==> src/rtl/core/sed_pkg.sv <==
// ----------------------------------------------------------------------------
// sed_pkg
// shared types and constants of the string escape decoder
// ----------------------------------------------------------------------------
package sed_pkg;

  localparam int MAX_HEX_DIGITS = 6;
  localparam int ACC_W = (4 * MAX_HEX_DIGITS > 8) ? 4 * MAX_HEX_DIGITS : 8;
  localparam int CNT_W = $clog2(MAX_HEX_DIGITS + 1);

  localparam int GRP_N = 4;
  localparam int GRP_IDX_W = $clog2(GRP_N);

  localparam int Q_DEPTH = 4;
  localparam int Q_PTR_W = $clog2(Q_DEPTH);
  localparam int Q_CNT_W = $clog2(Q_DEPTH + 1);

  localparam logic [1:0] KIND_DATA   = 2'd0;
  localparam logic [1:0] KIND_OK     = 2'd1;
  localparam logic [1:0] KIND_UNTERM = 2'd2;
  localparam logic [1:0] KIND_BAD    = 2'd3;

  typedef struct packed {
    logic [GRP_N-1:0][7:0] bytes;
    logic [1:0]            kind;
    logic [GRP_IDX_W-1:0]  last_idx;
  } sed_group_t;

  typedef struct packed {
    logic       valid;
    sed_group_t group;
  } sed_push_t;

endpackage

==> src/rtl/core/sed_in_if.sv <==
// ----------------------------------------------------------------------------
// sed_in_if
// source byte channel of the string escape decoder
// ----------------------------------------------------------------------------
interface sed_in_if;
  logic       valid;
  logic       ready;
  logic [7:0] in_byte;

  modport source (output valid, output in_byte, input ready);
  modport sink (input valid, input in_byte, output ready);
endinterface

==> src/rtl/core/sed_out_if.sv <==
// ----------------------------------------------------------------------------
// sed_out_if
// result channel of the string escape decoder
// ----------------------------------------------------------------------------
interface sed_out_if;
  logic       valid;
  logic       ready;
  logic [7:0] out_byte;
  logic [1:0] kind;
  logic       last;

  modport source (output valid, output out_byte, output kind, output last, input ready);
  modport sink (input valid, input out_byte, input kind, input last, output ready);
endinterface

==> src/rtl/core/sed_decode.sv <==
// ----------------------------------------------------------------------------
// sed_decode
// escape state machine: turns one source byte into a group of up to four
// results in the same cycle
// ----------------------------------------------------------------------------
module sed_decode (
  input  logic              clk,
  input  logic              rst,
  input  logic              accept,
  input  logic [7:0]        in_byte,
  output sed_pkg::sed_push_t push
);
  import sed_pkg::*;

  localparam logic [7:0] CH_NUL    = 8'h00;
  localparam logic [7:0] CH_TAB    = 8'h09;
  localparam logic [7:0] CH_NL     = 8'h0A;
  localparam logic [7:0] CH_CR     = 8'h0D;
  localparam logic [7:0] CH_DQUOTE = 8'h22;
  localparam logic [7:0] CH_SQUOTE = 8'h27;
  localparam logic [7:0] CH_BSLASH = 8'h5C;
  localparam logic [7:0] CH_N      = 8'h6E;
  localparam logic [7:0] CH_R      = 8'h72;
  localparam logic [7:0] CH_T      = 8'h74;
  localparam logic [7:0] CH_U      = 8'h75;
  localparam logic [7:0] CH_X      = 8'h78;
  localparam logic [7:0] CH_LBRACE = 8'h7B;
  localparam logic [7:0] CH_RBRACE = 8'h7D;

  localparam logic [31:0] CP_MAX  = 32'h0010_FFFF;
  localparam logic [31:0] SURR_LO = 32'h0000_D800;
  localparam logic [31:0] SURR_HI = 32'h0000_DFFF;
  localparam logic [31:0] LIM_1B  = 32'h0000_007F;
  localparam logic [31:0] LIM_2B  = 32'h0000_07FF;
  localparam logic [31:0] LIM_3B  = 32'h0000_FFFF;
  localparam logic [7:0]  LEAD_2B = 8'hC0;
  localparam logic [7:0]  LEAD_3B = 8'hE0;
  localparam logic [7:0]  LEAD_4B = 8'hF0;
  localparam logic [7:0]  CONT    = 8'h80;

  typedef enum logic [2:0] {
    M_BODY, M_ESC, M_HEX1, M_HEX2, M_UOPEN, M_UDIG
  } mode_t;

  mode_t            mode, mode_next;
  logic [ACC_W-1:0] code_accum, code_accum_next;
  logic [CNT_W-1:0] hex_count, hex_count_next;

  logic       hex_ok;
  logic [3:0] hex_val;
  logic [31:0] accum_wide;

  function automatic logic [4:0] hex_value(input logic [7:0] b);
    logic [7:0] d;
    d = '0;
    if (b >= 8'h30 && b <= 8'h39) begin
      d = b - 8'h30;
      return {1'b1, d[3:0]};
    end
    if (b >= 8'h61 && b <= 8'h66) begin
      d = b - 8'h57;
      return {1'b1, d[3:0]};
    end
    if (b >= 8'h41 && b <= 8'h46) begin
      d = b - 8'h37;
      return {1'b1, d[3:0]};
    end
    return 5'd0;
  endfunction

  function automatic sed_group_t single(input logic [7:0] b, input logic [1:0] k);
    sed_group_t g;
    g = '0;
    g.bytes[0] = b;
    g.kind = k;
    return g;
  endfunction

  function automatic sed_group_t encode(input logic [31:0] cp);
    sed_group_t g;
    g = '0;
    g.kind = KIND_DATA;
    if (cp <= LIM_1B) begin
      g.bytes[0] = cp[7:0];
      g.last_idx = GRP_IDX_W'(0);
    end else if (cp <= LIM_2B) begin
      g.bytes[0] = LEAD_2B | {3'b0, cp[10:6]};
      g.bytes[1] = CONT | {2'b0, cp[5:0]};
      g.last_idx = GRP_IDX_W'(1);
    end else if (cp <= LIM_3B) begin
      g.bytes[0] = LEAD_3B | {4'b0, cp[15:12]};
      g.bytes[1] = CONT | {2'b0, cp[11:6]};
      g.bytes[2] = CONT | {2'b0, cp[5:0]};
      g.last_idx = GRP_IDX_W'(2);
    end else begin
      g.bytes[0] = LEAD_4B | {5'b0, cp[20:18]};
      g.bytes[1] = CONT | {2'b0, cp[17:12]};
      g.bytes[2] = CONT | {2'b0, cp[11:6]};
      g.bytes[3] = CONT | {2'b0, cp[5:0]};
      g.last_idx = GRP_IDX_W'(3);
    end
    return g;
  endfunction

  assign {hex_ok, hex_val} = hex_value(in_byte);
  assign accum_wide = 32'(code_accum);

  always_comb begin
    mode_next        = mode;
    code_accum_next  = code_accum;
    hex_count_next   = hex_count;
    push             = '0;
    if (accept) begin
      unique case (mode)
        M_BODY: begin
          unique case (in_byte) inside
            CH_DQUOTE: begin
              push = {1'b1, single(8'h00, KIND_OK)};
            end
            CH_NUL: begin
              push = {1'b1, single(8'h00, KIND_UNTERM)};
            end
            CH_BSLASH: begin
              mode_next = M_ESC;
            end
            default: begin
              push = {1'b1, single(in_byte, KIND_DATA)};
            end
          endcase
        end
        M_ESC: begin
          mode_next = M_BODY;
          unique case (in_byte) inside
            CH_NL: ;
            CH_N: push = {1'b1, single(CH_NL, KIND_DATA)};
            CH_R: push = {1'b1, single(CH_CR, KIND_DATA)};
            CH_T: push = {1'b1, single(CH_TAB, KIND_DATA)};
            CH_BSLASH, CH_SQUOTE, CH_DQUOTE: push = {1'b1, single(in_byte, KIND_DATA)};
            CH_X: begin
              mode_next       = M_HEX1;
              code_accum_next = '0;
            end
            CH_U: mode_next = M_UOPEN;
            default: begin
              push             = {1'b1, single(8'h00, KIND_BAD)};
              code_accum_next  = '0;
              hex_count_next   = '0;
            end
          endcase
        end
        M_HEX1, M_HEX2: begin
          if (!hex_ok) begin
            push             = {1'b1, single(8'h00, KIND_BAD)};
            mode_next        = M_BODY;
            code_accum_next  = '0;
            hex_count_next   = '0;
          end else if (mode == M_HEX1) begin
            mode_next       = M_HEX2;
            code_accum_next = ACC_W'({code_accum[3:0], hex_val});
          end else begin
            push             = {1'b1, encode({24'b0, code_accum[3:0], hex_val})};
            mode_next        = M_BODY;
            code_accum_next  = '0;
            hex_count_next   = '0;
          end
        end
        M_UOPEN: begin
          if (in_byte == CH_LBRACE) begin
            mode_next        = M_UDIG;
            code_accum_next  = '0;
            hex_count_next   = '0;
          end else begin
            push             = {1'b1, single(8'h00, KIND_BAD)};
            mode_next        = M_BODY;
            code_accum_next  = '0;
            hex_count_next   = '0;
          end
        end
        M_UDIG: begin
          mode_next        = M_BODY;
          code_accum_next  = '0;
          hex_count_next   = '0;
          if (in_byte == CH_RBRACE) begin
            if (hex_count == '0 || accum_wide > CP_MAX ||
                (accum_wide >= SURR_LO && accum_wide <= SURR_HI)) begin
              push = {1'b1, single(8'h00, KIND_BAD)};
            end else begin
              push = {1'b1, encode(accum_wide)};
            end
          end else if (!hex_ok || hex_count >= CNT_W'(MAX_HEX_DIGITS)) begin
            push = {1'b1, single(8'h00, KIND_BAD)};
          end else begin
            mode_next        = M_UDIG;
            code_accum_next  = {code_accum[ACC_W-5:0], hex_val};
            hex_count_next   = hex_count + 1'b1;
          end
        end
        default: begin
          mode_next        = M_BODY;
          code_accum_next  = '0;
          hex_count_next   = '0;
        end
      endcase
    end
  end

  always_ff @(posedge clk) begin
    if (rst) begin
      mode        <= M_BODY;
      code_accum  <= '0;
      hex_count   <= '0;
    end else begin
      mode        <= mode_next;
      code_accum  <= code_accum_next;
      hex_count   <= hex_count_next;
    end
  end

endmodule

==> src/rtl/core/sed_queue.sv <==
// ----------------------------------------------------------------------------
// sed_queue
// result group queue: holds decoded groups and hands out one result per
// transfer
// ----------------------------------------------------------------------------
module sed_queue (
  input  logic              clk,
  input  logic              rst,
  input  sed_pkg::sed_push_t push,
  output logic              ready,
  sed_out_if.source         result
);
  import sed_pkg::*;

  sed_group_t           grp [Q_DEPTH];
  logic [Q_PTR_W-1:0]   wr_ptr, rd_ptr;
  logic [Q_CNT_W-1:0]   count;
  logic [GRP_IDX_W-1:0] sub;

  sed_group_t head;
  logic       pop;
  logic       pop_last;
  logic       at_last;

  assign head     = grp[rd_ptr];
  assign at_last  = (sub == head.last_idx);
  assign pop      = result.valid && result.ready;
  assign pop_last = pop && at_last;
  assign ready    = (count != Q_CNT_W'(Q_DEPTH));

  assign result.valid    = (count != '0);
  assign result.out_byte = head.bytes[sub];
  assign result.kind     = head.kind;
  assign result.last     = at_last;

  always_ff @(posedge clk) begin
    if (push.valid) begin
      grp[wr_ptr] <= push.group;
    end
  end

  always_ff @(posedge clk) begin
    if (rst) begin
      wr_ptr <= '0;
      rd_ptr <= '0;
      count  <= '0;
      sub    <= '0;
    end else begin
      if (push.valid) begin
        wr_ptr <= wr_ptr + 1'b1;
      end
      if (pop_last) begin
        rd_ptr <= rd_ptr + 1'b1;
        sub    <= '0;
      end else if (pop) begin
        sub <= sub + 1'b1;
      end
      count <= count + Q_CNT_W'(push.valid) - Q_CNT_W'(pop_last);
    end
  end

`ifndef SYNTH
  a_count_bound: assert property (@(posedge clk) disable iff (rst)
    count <= Q_CNT_W'(Q_DEPTH))
    else $error("queue count above depth");

  a_no_push_full: assert property (@(posedge clk) disable iff (rst)
    push.valid |-> ready)
    else $error("group written into a full queue");

  a_sub_in_group: assert property (@(posedge clk) disable iff (rst)
    result.valid |-> sub <= head.last_idx)
    else $error("result index beyond head group");

  a_group_continues: assert property (@(posedge clk) disable iff (rst)
    (pop && !at_last) |=> result.valid)
    else $error("group ended before its last result");

  a_status_single: assert property (@(posedge clk) disable iff (rst)
    (result.valid && result.kind != KIND_DATA) |-> (result.last && result.out_byte == 8'h00))
    else $error("status result not a single zero result");
`endif

endmodule

==> src/rtl/core/string_escape_utf8_decoder.sv <==
// ----------------------------------------------------------------------------
// string_escape_utf8_decoder
// decodes escapes of a string literal body and writes code points as utf-8
// ----------------------------------------------------------------------------
//  channel  role    payload                    per transfer
//  body     sink    in_byte                    one source byte
//  result   source  out_byte, kind, last       one result
//
//  a byte is decoded in the cycle it is taken; its group of 0 to 4 results
//  is queued and leaves one result per cycle while the result channel is ready
//  one byte per cycle is taken while the four-group queue has room
//  synchronous reset returns the escape state to normal body, empties the queue
//  a stalled result channel fills the queue, then body ready falls
// ----------------------------------------------------------------------------
module string_escape_utf8_decoder (
  input  logic      clk,
  input  logic      rst,
  sed_in_if.sink    body,
  sed_out_if.source result
);
  import sed_pkg::*;

  sed_push_t push;
  logic      q_ready;
  logic      accept;

  assign body.ready = q_ready;
  assign accept     = body.valid && q_ready;

  sed_decode u_decode (
    .clk     (clk),
    .rst     (rst),
    .accept  (accept),
    .in_byte (body.in_byte),
    .push    (push)
  );

  sed_queue u_queue (
    .clk    (clk),
    .rst    (rst),
    .push   (push),
    .ready  (q_ready),
    .result (result)
  );

endmodule

==> src/flat_wrapper.sv <==
// flat-port wrapper written by rule: the top's interface ports become plain ports
module string_escape_utf8_decoder_flat import sed_pkg::*;
  (clk, rst, body_valid, body_in_byte, body_ready, result_valid, result_out_byte, result_kind, result_last, result_ready);
  sed_in_if body_i ();
  sed_out_if result_i ();
  input  logic clk;
  input  logic rst;
  input wire logic [$bits(body_i.valid)-1:0] body_valid;
  input wire logic [$bits(body_i.in_byte)-1:0] body_in_byte;
  output wire logic [$bits(body_i.ready)-1:0] body_ready;
  output wire logic [$bits(result_i.valid)-1:0] result_valid;
  output wire logic [$bits(result_i.out_byte)-1:0] result_out_byte;
  output wire logic [$bits(result_i.kind)-1:0] result_kind;
  output wire logic [$bits(result_i.last)-1:0] result_last;
  input wire logic [$bits(result_i.ready)-1:0] result_ready;
  assign body_i.valid = body_valid;
  assign body_i.in_byte = body_in_byte;
  assign body_ready = body_i.ready;
  assign result_valid = result_i.valid;
  assign result_out_byte = result_i.out_byte;
  assign result_kind = result_i.kind;
  assign result_last = result_i.last;
  assign result_i.ready = result_ready;
  string_escape_utf8_decoder u_core (.clk(clk), .rst(rst), .body(body_i), .result(result_i));
endmodule
==> config.mk <==
export PLATFORM = sky130hd
export DESIGN_NAME = string_escape_utf8_decoder_flat
export DESIGN_NICKNAME = d
export VERILOG_FILES = /design/src/rtl/core/sed_pkg.sv /design/src/rtl/core/sed_in_if.sv /design/src/rtl/core/sed_out_if.sv /design/src/rtl/core/sed_decode.sv /design/src/rtl/core/sed_queue.sv /design/src/rtl/core/string_escape_utf8_decoder.sv /design/src/flat_wrapper.sv
export SDC_FILE = /design/constraint.sdc
export NUM_CORES = 1
export LEC_CHECK = 0
export BUFFER_PORTS_ARGS = -buffer_cell sky130_fd_sc_hd__buf_2
export CORE_ASPECT_RATIO = 1.75
export CORE_UTILIZATION = 50
export DETAILED_ROUTE_END_ITERATION = 8
export PLACE_DENSITY_LB_ADDON = 0.08
export SLEW_MARGIN = 25
export SYNTH_ARGS = -nofsm -noshare
export SYNTH_HDL_FRONTEND = slang
export SYNTH_SLANG_ARGS = --single-unit
==> constraint.sdc <==
create_clock -name clk -period 4.38 [get_ports clk]
set_input_delay 0.219 -clock clk [delete_from_list [all_inputs] [get_ports clk]]
set_output_delay 0.219 -clock clk [all_outputs]
set_load 0.1 [all_outputs]
==> impl_metrics.ini <==
[hold_path]
hold_depth = 4
worst_hold_path.endpoint = u_core.u_queue.rd_ptr[1]$_SDFFE_PP0P_
hp-class = in2reg
min-delay-start = result_ready

[sta]
fin_crit_ns = 3.504
worst_pin_slew_ns = 0.9117
slew_viol_final = 0
hold_ws_ns = 0.2323
setup_tns_ns = 0
fin_crit_sh = 0.8001
rsz0062_at_grt = false
setup_viol = 0
slew-limit-headroom = 0.3866
fmax_mhz = 285.4
hold_violations = 0
fin_skew_ns = 0.007933

[critical_path]
ff2ff_path_depth = 12
cp_max_fo = 10
cp-end-kind = flop
cp_top_family = simple AND/OR/NAND/NOR gates
crit_slowest_cell = a221oi_4
critPathArrivalTime_ns = 3.79
cp_data_required_time_ns = 4.66
path_cells = or3b_2 -> nand2_1 -> a21oi_1 -> a221oi_4 -> ha_1 -> inv_1 -> ha_1 -> inv_1 -> fa_1 -> xor2_1 -> xnor2_1 -> nor2_1
cp_num_buf_inv = 2
cpPeakStageDelay_ns = 0.67
critPathLaunchType = flop
crit_start = u_core.u_queue.count[2]$_SDFF_PP0_
worst-setup-path-type = reg2reg
r2r-end = u_core.u_queue.count[2]$_SDFF_PP0_
reg2reg_from = u_core.u_queue.count[2]$_SDFF_PP0_
reg2reg_slack_ns = 0.88

[outcome]
status = finished, final reports clean

[cts]
worstSkewPairLatency_ns = 0.42
root_buffer = clkbuf_16
cts_hold_buf = 0
clk_path_buf_depth = 2
ctsHtreeMaxLevel = 4
cts-buffers-inserted = 17
cts_setup_buffers = 0
clock-sinks = 169
tritoncts = done
cts_resized = 0
clk_pin_slew_ns = 0.07

[die]
die_h_um = 170.1
start_util = 0.5087
die_w_um = 98.08
fp.coreArea_um2 = 15880
dieArea_um2 = 16690
pin_count = 25
row_count = 61

[place]
port_buffers = 24
dpl.hpwl_mm = 12.95
place.gp.congestion = 0.9017

[pwr]
leakagePower_uw = 0.002966
sw_frac_of_total = 0.3271
power.total_uw = 4551
power_switching_uw = 1489
clockPowerShare = 0.327
vdd_ir_drop_max_v = 0.0002712
powerDensity_nw_per_um2 = 507.1
p_seq_frac = 0.426
p_comb_frac = 0.246
p_int_uw = 3062

[detailed_routing]
via_per_inst = 6.330
met3_length_um = 669
totalWireLength_mm = 18.99
routed.top_layer = met4
drc = 0
first_pass_iters = 5
drtIter0Drc = 386
antenna_left = 0
wire_per_inst_um = 22.15
wirelength_met1_mm = 7.419
vias = 5425
met2_length_mm = 10.37

[synthesis]
syn_avg_cell_area_um2 = 12.62
synth_area_leader_cell = edfxtp_1
syn_inst = 640
ys_ff_latch = 169
syn-num-nets = 666
yosys_most_used_dff = edfxtp_1
synthTopCellsByCount = edfxtp_1 (128), nand2_1 (60), a21oi_1 (47)
ys_types = 68
syn_area_um2 = 8076
synth_top_area_share = 0.4759
synth_edf_count = 128
yosysSeqAreaShare = 0.5775
synth_area_leaders = edfxtp_1 (48%), mux4_2 (11%), dfxtp_1 (10%), a21oi_1 (2.9%), nand2_1 (2.8%)
synth.most_common_cell = edfxtp_1
synth-async-reset-ratio = 0
yosys_warnings = 0

[grt]
grt_pass1_vias = 5495
grt_overflow_total = 0
track_usage = 0.2407
grt_max_degree = 42
grt_pass1_wl_mm = 30.08
antenna_found_initial = 0

[flow_run]
cap_violations = 0

[layout]
nets = 681
n_antenna_cell = 0
layout-drive-gt1-share = 0.1916
area_delta_synth_final_pct = 11.11
area by class of cell:
type	count	area, µm²
Clock buffer	18	429.2
Clock inverter	14	160.2
Fill cell	1338	6902
Inverter	20	75.07
Multi-Input combinational cell	412	3204
Sequential cell	169	4666
Tap cell	189	236.5
Timing Repair Buffer	35	202.7
worst reg2reg max path: cells and delay by family, from the launching register on:
kind,cells,cell delay [ns]
simple gates,3,0.87
compound gates,2,0.85
fa+ha+maj,3,0.85
flops,1,0.36
xor+xnor,2,0.32
buf+inv,2,0.10
per-stage QoR:
stage	worst slack [ns]	utilization	cells	instance area, µm²
5_1_grt	0.5985	0.5653	857	8974
4_1_cts	0.8554	0.5653	857	8974
6_report	0.8757	0.5653	857	8974
2_1_floorplan	0.2010	-	640	8083
3_5_place_dp	0.6936	0.5281	825	8384
3_3_place_gp	0.8106	0.5281	825	8384
cell usage in the layout, fill, tap and decap left out, types with 17 or more instances in the layout:
master     netlist  routed
edfxtp_1       128     128
nand2_1         60      60
a21oi_1         47      47
nor2_1          41      41
dfxtp_1         41      40
mux4_2          38      38
nand3_1         27      27
buf_2           13      24
inv_1           20      20
o21ai_0         17      17
clkbuf_16        0      17
cells by family after synthesis:
| group | count (synthesis) | synth area share |
|---|---|---|
| mux | 45 | 0.1149 |
| simple gates | 213 | 0.1371 |
| xor+xnor | 6 | 0.006507 |
| buf+inv | 59 | 0.03083 |
| fa+ha+maj | 14 | 0.02262 |
| compound gates | 134 | 0.1105 |
| flops | 169 | 0.5775 |
worst max-delay path by stage:
stage | to | slack, ns | cells after the start
final | u_core.u_queue.count[2]$_SDFF_PP0_ | 0.88 | 12
after CTS | u_core.u_queue.count[2]$_SDFF_PP0_ | 0.86 | 12
after global routing | u_core.u_queue.count[2]$_SDFF_PP0_ | 0.60 | 12
after global placement | u_core.u_queue.count[2]$_SDFF_PP0_ | 0.81 | 15
after detailed placement | u_core.u_queue.count[2]$_SDFF_PP0_ | 0.69 | 15
after floorplan | u_core.u_queue.count[2]$_SDFF_PP0_ | 0.20 | 13
registers in the layout, summed over array words and instances, names as in the netlist, named ones only:
name / flops
u_core.u_queue.grp: 128
u_core.u_decode.code_accum: 24
u_core.u_decode.hex_count: 3
u_core.u_decode.mode: 3
u_core.u_queue.count: 3
u_core.u_queue.rd_ptr: 2
u_core.u_queue.sub: 2
u_core.u_queue.wr_ptr: 2
power by group through the flow:
stage | Clock [µW] | Sequential [µW] | Combinational (µW)
6_report | 1490 | 1940 | 1120
5_1_grt | 1580 | 1960 | 1190
4_1_cts | 1510 | 1940 | 1140
3_5_place_dp | 0 | 1980 | 1140
3_3_place_gp | 0 | 1970 | 1130
2_1_floorplan | 0 | 1940 | 956
per-layer routing:
layer,up-vias,global-route usage
met3,40,0.03860
met1,2711,0.2734
met5,-,0
li1,2499,-
met4,0,0.1021
met2,175,0.4434
Note: power is estimated with default switching activity, not from simulation.
